<file path="src/design/scrb_pkg.sv">
// ----------------------------------------------------------------------------
// scrb_pkg: system control register block shared definitions
// Address map, access classes, status codes, reset table, controller bundles.
// ----------------------------------------------------------------------------
package scrb_pkg;

  localparam int REG_WORDS = 1024;
  localparam int AW        = $clog2(REG_WORDS);
  localparam int REF_W     = 48;
  localparam int PER_W     = 54;

  localparam logic [15:0] KEY_LOCK   = 16'h767b;
  localparam logic [15:0] KEY_UNLOCK = 16'hdf0d;

  localparam logic [AW-1:0] W_CTRL0    = 10'h000;
  localparam logic [AW-1:0] W_LOCK     = 10'h001;
  localparam logic [AW-1:0] W_UNLOCK   = 10'h002;
  localparam logic [AW-1:0] W_LOCKSTA  = 10'h003;
  localparam logic [AW-1:0] W_ARM_PLL  = 10'h040;
  localparam logic [AW-1:0] W_DDR_PLL  = 10'h041;
  localparam logic [AW-1:0] W_IO_PLL   = 10'h042;
  localparam logic [AW-1:0] W_UART_CLK = 10'h055;
  localparam logic [AW-1:0] W_RST_CTRL = 10'h080;

  localparam logic [31:0] PLL_RST_VAL  = 32'h0001A008;
  localparam logic [31:0] UART_RST_VAL = 32'h00003F03;

  typedef enum logic [1:0] {
    K_BAD = 2'd0,
    K_RW  = 2'd1,
    K_RO  = 2'd2,
    K_WO  = 2'd3
  } kind_t;

  typedef enum logic [1:0] {
    ST_OK     = 2'd0,
    ST_BAD    = 2'd1,
    ST_LOCKED = 2'd2
  } status_t;

  typedef struct packed {
    logic clr_wr;
    logic accept;
    logic exec;
    logic div_start;
    logic mul;
    logic load_out;
    logic out_live;
  } dp_cmd_t;

  typedef struct packed {
    logic clr_last;
    logic dirty;
    logic exe_dirty;
    logic div_done;
    logic out_free;
  } dp_sts_t;

  function automatic kind_t word_kind(input logic [AW-1:0] w);
    kind_t k;
    k = K_BAD;
    if (w == 10'h001 || w == 10'h002 || w == 10'h183 || w == 10'h185) begin
      k = K_WO;
    end else if (w == 10'h003 || w == 10'h043 || w == 10'h05F || w == 10'h063 ||
                 w == 10'h067 || w == 10'h06B || w == 10'h097 || w == 10'h14C ||
                 w == 10'h186 || w == 10'h188) begin
      k = K_RO;
    end else if (w == 10'h000 ||
                 (w >= 10'h040 && w <= 10'h042) || (w >= 10'h044 && w <= 10'h046) ||
                 (w >= 10'h048 && w <= 10'h05E) || (w >= 10'h060 && w <= 10'h062) ||
                 (w >= 10'h064 && w <= 10'h066) || (w >= 10'h068 && w <= 10'h06A) ||
                 w == 10'h06E || (w >= 10'h070 && w <= 10'h071) ||
                 (w >= 10'h080 && w <= 10'h091) || (w >= 10'h093 && w <= 10'h094) ||
                 w == 10'h096 || (w >= 10'h0C0 && w <= 10'h0C1) ||
                 (w >= 10'h110 && w <= 10'h112) || w == 10'h180 || w == 10'h187 ||
                 (w >= 10'h1C0 && w <= 10'h1F5) || (w >= 10'h201 && w <= 10'h203) ||
                 (w >= 10'h20C && w <= 10'h20D) || w == 10'h240 || w == 10'h244 ||
                 w == 10'h280 || w == 10'h28C || w == 10'h294 ||
                 (w >= 10'h298 && w <= 10'h2A4) || w == 10'h2A8 || w == 10'h2AC ||
                 (w >= 10'h2C0 && w <= 10'h2C3) || (w >= 10'h2C5 && w <= 10'h2C6) ||
                 (w >= 10'h2D0 && w <= 10'h2DD)) begin
      k = K_RW;
    end
    return k;
  endfunction

  function automatic logic [31:0] reset_word(input logic [AW-1:0] w);
    logic [31:0] v;
    v = 32'h0;
    if (w == 10'h003) v = 32'h00000001;
    else if (w >= 10'h040 && w <= 10'h042) v = PLL_RST_VAL;
    else if (w == 10'h043) v = 32'h0000003F;
    else if (w >= 10'h044 && w <= 10'h046) v = 32'h00014000;
    else if (w == 10'h048) v = 32'h1F000400;
    else if (w == 10'h049) v = 32'h18400003;
    else if (w == 10'h04A) v = 32'h01E03201;
    else if (w == 10'h04B) v = 32'h01FFCCCD;
    else if (w >= 10'h04C && w <= 10'h04D) v = 32'h00101941;
    else if (w >= 10'h04E && w <= 10'h04F) v = 32'h00000001;
    else if (w >= 10'h050 && w <= 10'h052) v = 32'h00003C01;
    else if (w == 10'h053) v = 32'h00002821;
    else if (w == 10'h054) v = 32'h00001E03;
    else if (w >= 10'h055 && w <= 10'h056) v = UART_RST_VAL;
    else if (w == 10'h057) v = 32'h00501903;
    else if (w == 10'h059) v = 32'h00000F03;
    else if (w == 10'h05A) v = 32'h00000F01;
    else if (w == 10'h05C || w == 10'h060 || w == 10'h064 || w == 10'h068)
      v = 32'h00101800;
    else if (w == 10'h05F || w == 10'h063 || w == 10'h067 || w == 10'h06B)
      v = 32'h00010000;
    else if (w == 10'h06E) v = 32'h0000001F;
    else if (w >= 10'h070 && w <= 10'h071) v = 32'h00000001;
    else if (w == 10'h090) v = 32'h01F33F0F;
    else if (w == 10'h094) v = 32'h00000040;
    else if (w == 10'h097) v = 32'h00000001;
    else if (w >= 10'h1C2 && w <= 10'h1C8) v = 32'h00000601;
    else if (w >= 10'h1C0 && w <= 10'h1F5) v = 32'h00001601;
    else if (w >= 10'h202 && w <= 10'h203) v = 32'hFFFFFFFF;
    else if (w >= 10'h280 && w <= 10'h281) v = 32'h00010101;
    else if (w == 10'h282) v = 32'h01010101;
    else if (w >= 10'h283 && w <= 10'h284) v = 32'h00010101;
    else if (w == 10'h285) v = 32'h01010101;
    else if (w == 10'h286) v = 32'h00000001;
    else if (w == 10'h287) v = 32'h00010101;
    else if (w >= 10'h28C && w <= 10'h28F) v = 32'h09090909;
    else if (w >= 10'h290 && w <= 10'h291) v = 32'h00090909;
    else if (w == 10'h292) v = 32'h00000909;
    else if (w == 10'h294) v = 32'h00000009;
    else if (w >= 10'h298 && w <= 10'h299) v = 32'h09090909;
    else if (w == 10'h29A) v = 32'h00000909;
    else if (w >= 10'h29B && w <= 10'h29C) v = 32'h09090909;
    else if (w == 10'h29D) v = 32'h00000909;
    else if (w >= 10'h29E && w <= 10'h29F) v = 32'h09090909;
    else if (w == 10'h2A0) v = 32'h00000909;
    else if (w >= 10'h2A1 && w <= 10'h2A2) v = 32'h09090909;
    else if (w == 10'h2A3) v = 32'h00000909;
    else if (w == 10'h2A4) v = 32'h01010101;
    else if (w >= 10'h2A5 && w <= 10'h2A6) v = 32'h09090909;
    else if (w == 10'h2A8) v = 32'h00000909;
    else if (w == 10'h2AC) v = 32'h00000001;
    else if (w >= 10'h2D0 && w <= 10'h2D6) v = 32'h00000E00;
    else if (w == 10'h2DC) v = 32'h00000021;
    return v;
  endfunction

endpackage

</file>
<file path="src/design/scrb_ctrl.sv">
// ----------------------------------------------------------------------------
// scrb_ctrl: sequencing controller
// Runs the reset fill pass, bus access execution, period recompute and output.
// ----------------------------------------------------------------------------
module scrb_ctrl (
  input  logic              clk,
  input  logic              rst_n,
  input  logic              in_valid,
  output logic              in_ready,
  input  scrb_pkg::dp_sts_t sts,
  output scrb_pkg::dp_cmd_t cmd
);
  import scrb_pkg::*;

  typedef enum logic [6:0] {
    S_CLR  = 7'b0000001,
    S_IDLE = 7'b0000010,
    S_EXE  = 7'b0000100,
    S_DIVS = 7'b0001000,
    S_DIVW = 7'b0010000,
    S_MUL  = 7'b0100000,
    S_PUT  = 7'b1000000
  } state_t;

  state_t state_r, state_nxt;
  logic   pend_r, pend_nxt;

  always_comb begin
    state_nxt = state_r;
    pend_nxt  = pend_r;
    cmd       = '0;
    in_ready  = 1'b0;
    unique case (state_r)
      S_CLR: begin
        cmd.clr_wr = 1'b1;
        if (sts.clr_last) state_nxt = S_IDLE;
      end
      S_IDLE: begin
        if (sts.dirty) begin
          pend_nxt  = 1'b0;
          state_nxt = S_DIVS;
        end else begin
          in_ready = 1'b1;
          if (in_valid) begin
            cmd.accept = 1'b1;
            state_nxt  = S_EXE;
          end
        end
      end
      S_EXE: begin
        cmd.exec = 1'b1;
        if (sts.exe_dirty) begin
          pend_nxt  = 1'b1;
          state_nxt = S_DIVS;
        end else if (sts.out_free) begin
          cmd.load_out = 1'b1;
          cmd.out_live = 1'b1;
          state_nxt    = S_IDLE;
        end else begin
          state_nxt = S_PUT;
        end
      end
      S_DIVS: begin
        cmd.div_start = 1'b1;
        state_nxt     = S_DIVW;
      end
      S_DIVW: begin
        if (sts.div_done) state_nxt = S_MUL;
      end
      S_MUL: begin
        cmd.mul   = 1'b1;
        state_nxt = pend_r ? S_PUT : S_IDLE;
      end
      S_PUT: begin
        if (sts.out_free) begin
          cmd.load_out = 1'b1;
          state_nxt    = S_IDLE;
        end
      end
      default: state_nxt = S_CLR;
    endcase
  end

  always_ff @(posedge clk) begin
    if (!rst_n) begin
      state_r <= S_CLR;
      pend_r  <= 1'b0;
    end else begin
      state_r <= state_nxt;
      pend_r  <= pend_nxt;
    end
  end

endmodule

</file>
<file path="config.mk">
export PLATFORM = sky130hd
export DESIGN_NAME = scrb_ctrl
export DESIGN_NICKNAME = d
export VERILOG_FILES = /design/src/design/scrb_pkg.sv /design/src/design/scrb_ctrl.sv
export SDC_FILE = /design/constraint.sdc
export NUM_CORES = 1
export LEC_CHECK = 0
export BUFFER_PORTS_ARGS = -buffer_cell sky130_fd_sc_hd__buf_2
export CORE_UTILIZATION = 30
export DETAILED_ROUTE_END_ITERATION = 8
export GPL_ROUTABILITY_DRIVEN = 0
export SYNTH_ARGS = -nofsm -noshare
export SYNTH_HDL_FRONTEND = slang
export SYNTH_SLANG_ARGS = --single-unit
</file>
<file path="constraint.sdc">
create_clock -name clk -period 1.7 [get_ports clk]
set_input_delay 0.17 -clock clk [delete_from_list [all_inputs] [get_ports clk]]
set_output_delay 0.17 -clock clk [all_outputs]
set_load 0.01 [all_outputs]
</file>
==> impl_metrics.yaml, run 1 <==
worst_setup_path:
  endpoint: "cmd[2]"
  r2r_slack_ns: 0.02
  timing.rr.start: "state_r[0]"
  crit_path_start: "state_r[1]"
  rr_endpoint: "state_r[2]"
  startpoint_type: "register"
  arrival_ns: 1.67
  reg2regPathDepth: 5
  worstPathCellList: "buf_6 > or4_4 > nor4b_4 > buf_2"
  path_max_fanout: 6
  worstSetupPathType: "register to primary output"
  required_ns: 1.53
  cp-end-kind: "primary output"
  cp_slowest_cell: "or4_4"
  cp_slowest_stage_delay_ns: 0.54
die:
  num_rows: 16
  start_util: 0.327
  ios: 16
  fp.dieH_um: 48.9
  coreArea_um2: 2020
  dieArea_um2: 2390
  die_w_um: 48.9
yosys:
  async_reset_ff_frac: 0
  synth.area.top_cells: "dfxtp_1 (24%), nor4b_1 (5.3%), or3b_2 (5.3%)"
  yosysWarnings: 0
  synth_top_area_frac: 0.242
  synth.avg_cell_area_um2: 8.58
  syn_area_um2: 661
  yosysTopAreaCell: "dfxtp_1"
  syn-num-nets: 85
  synth_common_cells: "dfxtp_1 (8), nand2_1 (6), nor2_1 (5)"
  synthDistinctLibCells: 37
  synth-seq-area-share: 0.242
  synth_edf_count: 0
  yosys_register_bits: 8
  synth_most_common_cell: "dfxtp_1"
  synth_cells: 77
  synth_ff_type: "dfxtp_1"
clock_tree:
  cts_buffers: 3
  cts_hold_buffers: 0
  cts-htree-levels: 1
  cts_tree: "yes"
  clkLatencyLatePin_ns: 0.25
  cts_num_sinks: 8
  path_clk_slew_ns: 0.05
  root_buffer: "clkbuf_4"
  cts_buffer_depth: 2
detailed_routing:
  antenna_left: 0
  first_pass_iters: 5
  finalWirelength_um: 1890
  drtIter0Drc: 18
  vias: 713
  wire_per_inst_um: 14.7
  post-route-drc-count: 0
  viasPerCell: 5.53
timing:
  max-slew-margin-rel: 0.795
  min_period_over_period: 1.08
  final-max-slew-violation-count: 0
  fmax_mhz: 544
  layout_setup_ws_ns: -0.139
  clock_skew_ns: 0.00589
  hold_viol_final: 0
  worstMarginPinSlew_ns: 0.305
  period_minus_slack_ns: 1.84
  finalSetupViolCount: 5
  rsz0062_at_grt: "true"
grt:
  overflow: 0
  gr-usage-all-layers: 0.168
  antenna_found_initial: 0
  grt_pass1_wl_um: 3070
  grt_max_degree: 11
  first_global_vias: 665
power_and_ir_drop:
  ir_drop_mv: 0.504
  p_per_area_nw_per_um2: 915
  p_leak_nw: 0.386
hold_path:
  worstHoldPathType: "input pin to register"
finish:
  syn_to_final_growth_pct: 40.2
  final_core_util: 0.458
  num_antenna_cells: 0
  nets: 112
  drive_above_1_share: 0.569
run_status:
  status: "finished with violations"
  violations: "setup timing"
run:
  drv_cap: 0
placed_design:
  hpwl_um: 1320
  io_buffers: 15
  place_ws_ns: 0.00154
report_power, final:
part	total [mW]	internal, mW	switching [mW]	leakage [nW]
Combinational	0.464	0.236	0.227	0.304
Sequential	0.234	0.211	0.0228	0.0679
Clock	0.150	0.0811	0.0685	0.0138
Total	0.847	0.528	0.319	0.386
cell type report:
cell class              count  area (um^2)
clock buffers               3         22.5
repair buffers             30          211
inverters                   2         7.51
fillers                   195         1100
flip-flops and latches      8          171
well taps                  27         33.8
multi-input cells          59          479
worst max-delay path: cells and delay by family, from the launching register on:
| family | cells | cell delay [ns] |
|---|---|---|
| simple gates | 2 | 0.80 |
| flops | 1 | 0.33 |
| buf+inv | 2 | 0.29 |
worst min-delay path by stage:
stage | start | to | slack, ns | cells past startpoint
2_1_floorplan | rst_n | state_r[0] | 0.26 | 1
3_3_place_gp | rst_n | state_r[0] | 0.44 | 2
3_5_place_dp | rst_n | state_r[0] | 0.44 | 2
4_1_cts | rst_n | state_r[0] | 0.18 | 2
5_1_grt | rst_n | state_r[0] | 0.19 | 2
6_report | rst_n | state_r[0] | 0.19 | 2
metal layers:
metal / track usage / wire (um) / vias to the layer above
li1: - / - / 342
met1: 0.205 / 792 / 334
met2: 0.280 / 980 / 33
met3: 0.0405 / 86 / 4
met4: 0.0735 / 35 / 0
met5: 0 / 0 / -
cell families after synthesis:
group	synth area share
buffers and inverters	0.0928
DFF	0.242
AOI/OAI and AO/OA	0.193
xor gates and xnor gates	0.0265
and+or+nand+nor	0.445
sequential cells by signal (all words and copies together) (netlist names):
register,cells
state_r,7
pend_r,1
metrics by stage:
stage	cells	setup TNS, ns	total power, mW	hold slack, ns	instance area, um^2
2_1_floorplan	77	0	0.522	0.261	667
3_3_place_gp	122	-0.0138	0.618	0.440	817
3_5_place_dp	122	0	0.621	0.442	817
4_1_cts	129	-0.585	0.832	0.184	898
5_1_grt	129	-0.986	0.897	0.186	926
6_report	129	-0.637	0.847	0.189	926
cells in the final DEF, fill, tap and decap left out, types with 2 or more instances in the layout:
master    count
and2_1        2
or4_4         2
o21ai_0       3
inv_1         2
a31oi_1       2
buf_2        15
or4b_4        2
nor2_1        4
or3b_2        4
o31a_1        2
nor4b_1       3
a21oi_1       2
buf_6         3
buf_4        11
nor4_1        3
xor2_1        2
nand2_1       5
clkbuf_4      3
dfxtp_2       6
repair_timing:
action / CTS / global route
setup endpoints to repair: 7 / 12
buffers inserted: 4 / 0
resized for setup: 10 / 9
pin swaps: 7 / 2
(Power assumes the default switching activity.)
==> inputs of run 2 (changes only) <==
--- a/config.mk
+++ b/config.mk
@@ -6,9 +6,12 @@
 export NUM_CORES = 1
 export LEC_CHECK = 0
 export BUFFER_PORTS_ARGS = -buffer_cell sky130_fd_sc_hd__buf_2
-export CORE_UTILIZATION = 30
+export CELL_PAD_IN_SITES_DETAIL_PLACEMENT = 0
+export CELL_PAD_IN_SITES_GLOBAL_PLACEMENT = 2
+export CORE_UTILIZATION = 27
 export DETAILED_ROUTE_END_ITERATION = 8
 export GPL_ROUTABILITY_DRIVEN = 0
+export PLACE_DENSITY_LB_ADDON = 0.1
 export SYNTH_ARGS = -nofsm -noshare
 export SYNTH_HDL_FRONTEND = slang
 export SYNTH_SLANG_ARGS = --single-unit
==> impl_metrics.yaml, run 2 (same netlist as run 1, synthesis figures left out) <==
run_status:
  violations: "setup timing"
  status: "finished with violations"
timing:
  layout_setup_ws_ns: -0.146
  rsz0062_at_grt: "true"
  final-max-slew-violation-count: 0
  max-slew-margin-rel: 0.736
  finalSetupViolCount: 6
  hold_viol_final: 0
  clock_skew_ns: 0.0159
  fmax_mhz: 542
  final.setup.tns_ns: -0.611
  period_minus_slack_ns: 1.85
  fin_hold_ws_ns: 0.225
  worstMarginPinSlew_ns: 0.391
  min_period_over_period: 1.09
placed_design:
  dp_cells: 125
  io_buffers: 15
  hpwl_um: 1480
worst_setup_path:
  arrival_ns: 1.68
  startpoint_type: "register"
  worstSetupPathType: "register to primary output"
  cp-end-kind: "primary output"
  required_ns: 1.53
  path_max_fanout: 6
  r2r_slack_ns: 0.05
finish:
  largest_reg_flops: 7
  mostFrequentLayoutCells: "buf_2 (15), buf_4 (13), buf_6 (6), dfxtp_2 (6), nand2_1 (5)"
  regMostFlops: "state_r"
  final_cell_count_no_fill: 134
  final_core_util: 0.428
  syn_to_final_growth_pct: 46.0
  nets: 116
  mostFrequentLayoutCell: "buf_2"
  drive_above_1_share: 0.594
  num_antenna_cells: 0
  reg.largest.list: "state_r x7, pend_r x1"
grt:
  gr-usage-all-layers: 0.162
  grt_max_degree: 10
  overflow: 0
  grt_pass1_wl_um: 3090
  first_global_vias: 660
  antenna_found_initial: 0
clock_tree:
  cts_buffer_depth: 2
  cts_num_sinks: 8
  cts_hold_buffers: 0
  path_clk_slew_ns: 0.07
  root_buffer: "clkbuf_4"
  cts-htree-levels: 1
  clkLatencyLatePin_ns: 0.26
  cts_tree: "yes"
  cts_buffers: 3
detailed_routing:
  wire_per_inst_um: 15.1
  drtIter0Drc: 25
  post-route-drc-count: 0
  finalWirelength_um: 2020
  vias: 729
  antenna_left: 0
  viasPerCell: 5.44
  first_pass_iters: 4
die:
  num_rows: 17
  coreArea_um2: 2250
  fp.dieH_um: 51.5
  start_util: 0.293
  die_w_um: 51.5
  dieArea_um2: 2650
  ios: 16
power_and_ir_drop:
  p_per_area_nw_per_um2: 851
  p_total_mw: 0.820
  ir_drop_mv: 0.448
  p_leak_nw: 0.409
run:
  drv_cap: 0
hold_path:
  worstHoldPathType: "input pin to register"
## run 2: changes by cell type in the layout (fill, tap and decap cells not counted), sizes merged
cell | before | now
buf | 30 | 34
## run 2: what timing repair did
action | 4_1_cts | 5_1_grt
setup buffers | 3 | 4
setup endpoints to repair | 7 | 10
resized for setup | 11 | 12
pin swaps | 7 | 5
## run 2: per-layer routing
metal,track usage,share of wire,up-vias
li1,-,-,353
met1,0.218,0.46,348
met2,0.247,0.49,24
met3,0.0387,0.041,4
met4,0.0586,0.0089,0
met5,0,0,-
## run 2: area by class of cell
class / instances / area (um^2)
Clock buffer: 3 / 22.5
Fill cell: 243 / 1290
Inverter: 2 / 7.51
Multi-Input combinational cell: 59 / 488
Sequential cell: 8 / 171
Tap cell: 28 / 35.0
Timing Repair Buffer: 34 / 240
## run 2: worst paths after layout
check / start / endpoint / cells past startpoint
hold reg to reg: pend_r / state_r[6] / 2
hold / removal: rst_n / state_r[0] / 2
setup / recovery: state_r[3] / cmd[2] / 4
setup reg to reg: state_r[3] / state_r[6] / 6
## run 2: power breakdown
group          switching (mW)  leakage [nW]  internal [mW]
Combinational           0.242         0.327          0.202
Clock                  0.0687        0.0138         0.0810
Sequential             0.0158        0.0679          0.211
Total                   0.326         0.409          0.494
## run 2: worst max-delay path: stages (launching register included)
cell and delay, ns:
dfxtp_2 0.32, buf_6 0.11, or4_4 0.59, nor4b_4 0.24, buf_2 0.18
## run 2: per-stage QoR
step                cell area [um^2]  worst slack, ns
floorplan                        667           0.0689
global placement                 821          -0.0373
detailed placement               821          -0.0260
CTS                              900           -0.170
global route                     965           -0.222
finish                           965           -0.146
==> inputs of run 3 (changes only) <==
--- a/config.mk
+++ b/config.mk
@@ -9,6 +9,7 @@
 export CELL_PAD_IN_SITES_DETAIL_PLACEMENT = 0
 export CELL_PAD_IN_SITES_GLOBAL_PLACEMENT = 2
 export CORE_UTILIZATION = 27
+export CTS_CLUSTER_DIAMETER = 60
 export DETAILED_ROUTE_END_ITERATION = 8
 export GPL_ROUTABILITY_DRIVEN = 0
 export PLACE_DENSITY_LB_ADDON = 0.1
==> constraint.sdc (replaced) <==
create_clock -name clk -period 1.7 [get_ports clk]
set_input_delay 0.255 -clock clk [delete_from_list [all_inputs] [get_ports clk]]
set_output_delay 0.255 -clock clk [all_outputs]
set_load 0.05 [all_outputs]
==> impl_metrics.yaml, run 3 (same netlist as run 1, synthesis figures left out) <==
run_status:
  status: "finished with violations"
  violations: "setup timing"
finish:
  multi_input_area_um2: 557
  n_fill_cell: 234
  num_antenna_cells: 0
  largest_reg_flops: 7
  regMostFlops: "state_r"
  regArea_um2: 168
  drive_above_1_share: 0.685
  final_cell_count_no_fill: 139
  mostFrequentLayoutCells: "buf_4 (18), buf_6 (9), buf_2 (7)"
  nets: 121
  mostFrequentLayoutCell: "buf_4"
  syn_to_final_growth_pct: 72.0
  reg.largest.list: "state_r x7, pend_r x1"
worst_setup_path:
  crit_buf_inv: 2
  cp_slowest_cell: "or4_4"
  required_ns: 1.44
  arrival_ns: 1.70
  cp_slowest_stage_delay_ns: 0.54
  worstPathCellList: "buf_6 > or4_4 > nor4b_4 > buf_6"
  cp_top_family: "simple AND/OR/NAND/NOR gates"
  worstSetupPathType: "register to primary output"
  cp-end-kind: "primary output"
  startpoint_type: "register"
  path_max_fanout: 4
  cp_common_cell: "buf_6"
run:
  drv_cap: 0
die:
  num_rows: 17
  dieArea_um2: 2650
  coreArea_um2: 2250
  start_util: 0.293
  fp.dieH_um: 51.5
  ios: 16
  die_w_um: 51.5
grt:
  overflow: 0
  grt_max_degree: 11
  gr-usage-all-layers: 0.177
  antenna_found_initial: 0
  first_global_vias: 742
  grt_pass1_wl_um: 3370
timing:
  min_period_over_period: 1.15
  fin_hold_ws_ns: 0.290
  final-max-slew-violation-count: 0
  clock_skew_ns: 0.00693
  hold_viol_final: 0
  max-slew-margin-rel: 0.814
  period_minus_slack_ns: 1.96
  fmax_mhz: 510
  rsz0062_at_grt: "true"
  worstMarginPinSlew_ns: 0.276
  finalSetupViolCount: 12
  layout_setup_ws_ns: -0.259
power_and_ir_drop:
  p_per_area_nw_per_um2: 881
  p_leak_nw: 0.466
  comb_power_share: 0.621
  intPower_mw: 0.595
  power_frac_clock: 0.142
  netSwitchingPower_mw: 0.406
  ir_drop_mv: 0.435
  switching_share: 0.406
  p_total_mw: 1.00
  pwr-share-seq: 0.237
clock_tree:
  cts_tree: "yes"
  path_clk_slew_ns: 0.06
  cts-htree-levels: 1
  cts_buffers: 3
  cts_num_sinks: 8
  clkLatencyLatePin_ns: 0.25
  cts_buffer_depth: 2
  root_buffer: "clkbuf_4"
placed_design:
  dp_cells: 129
  hpwl_um: 1590
  io_buffers: 15
detailed_routing:
  wire_per_inst_um: 14.4
  viasPerCell: 5.36
  vias: 745
  post-route-drc-count: 0
  finalWirelength_um: 2000
  antenna_left: 0
  first_pass_iters: 4
  drtIter0Drc: 12
hold_path:
  worstHoldPathType: "input pin to register"
[run 3: cell count changes in the layout (fill, tap and decap cells not counted), sizes merged]
cell	delta
buf	+5
[run 3: stage by stage]
stage / TNS, ns / setup slack (ns) / utilization / area [um^2]
after global routing: -2.52 / -0.316 / 0.504 / 1140
after detailed placement: -0.838 / -0.179 / 0.393 / 887
after CTS: -2.01 / -0.280 / 0.473 / 1070
final: -1.59 / -0.259 / 0.504 / 1140
after floorplan: -2.76 / -0.500 / - / 703
after global placement: -0.730 / -0.162 / 0.393 / 887
[run 3: timing repair]
| item | CTS | global route |
|---|---|---|
| hold buffers | 0 | 0 |
| pin swaps | 10 | 8 |
| endpoints found under the hold margin | 0 | 0 |
| buffers inserted | 6 | 4 |
| gates resized for setup | 36 | 15 |
| setup endpoints to repair | 13 | 15 |
[run 3: routing by layer]
layer	up-vias	share of wire	GRT usage	routed length [um]
met4	0	0.0045	0.0856	9
met3	2	0.038	0.0357	77
li1	364	-	-	-
met1	359	0.45	0.216	899
met5	-	0	0	0
met2	20	0.51	0.294	1020
[run 3: area by class of cell]
| cell class | count | share of cell area |
|---|---|---|
| Inverter | 2 | 0.00661 |
| Multi-Input combinational cell | 59 | 0.490 |
| Timing Repair Buffer | 39 | 0.305 |
| Clock buffer | 3 | 0.0198 |
| Tap cell | 28 | 0.0308 |
| Sequential cell | 8 | 0.148 |
[run 3: power groups by stage]
stage	clock network [mW]	registers [mW]	logic (mW)
after global routing	0.160	0.238	0.664
after detailed placement	0	0.233	0.509
final	0.142	0.237	0.621
after floorplan	0	0.222	0.380
after global placement	0	0.231	0.515
after CTS	0.150	0.236	0.566
[run 3: path summary, 6_finish.rpt]
check	cells after the start	start	slack, ns	to
worst min register to register	2	state_r[0]	0.61	state_r[5]
worst max register to register	6	state_r[0]	-0.04	state_r[1]
worst max-delay path	4	state_r[1]	-0.26	cmd[6]
worst min-delay path	2	rst_n	0.29	state_r[0]
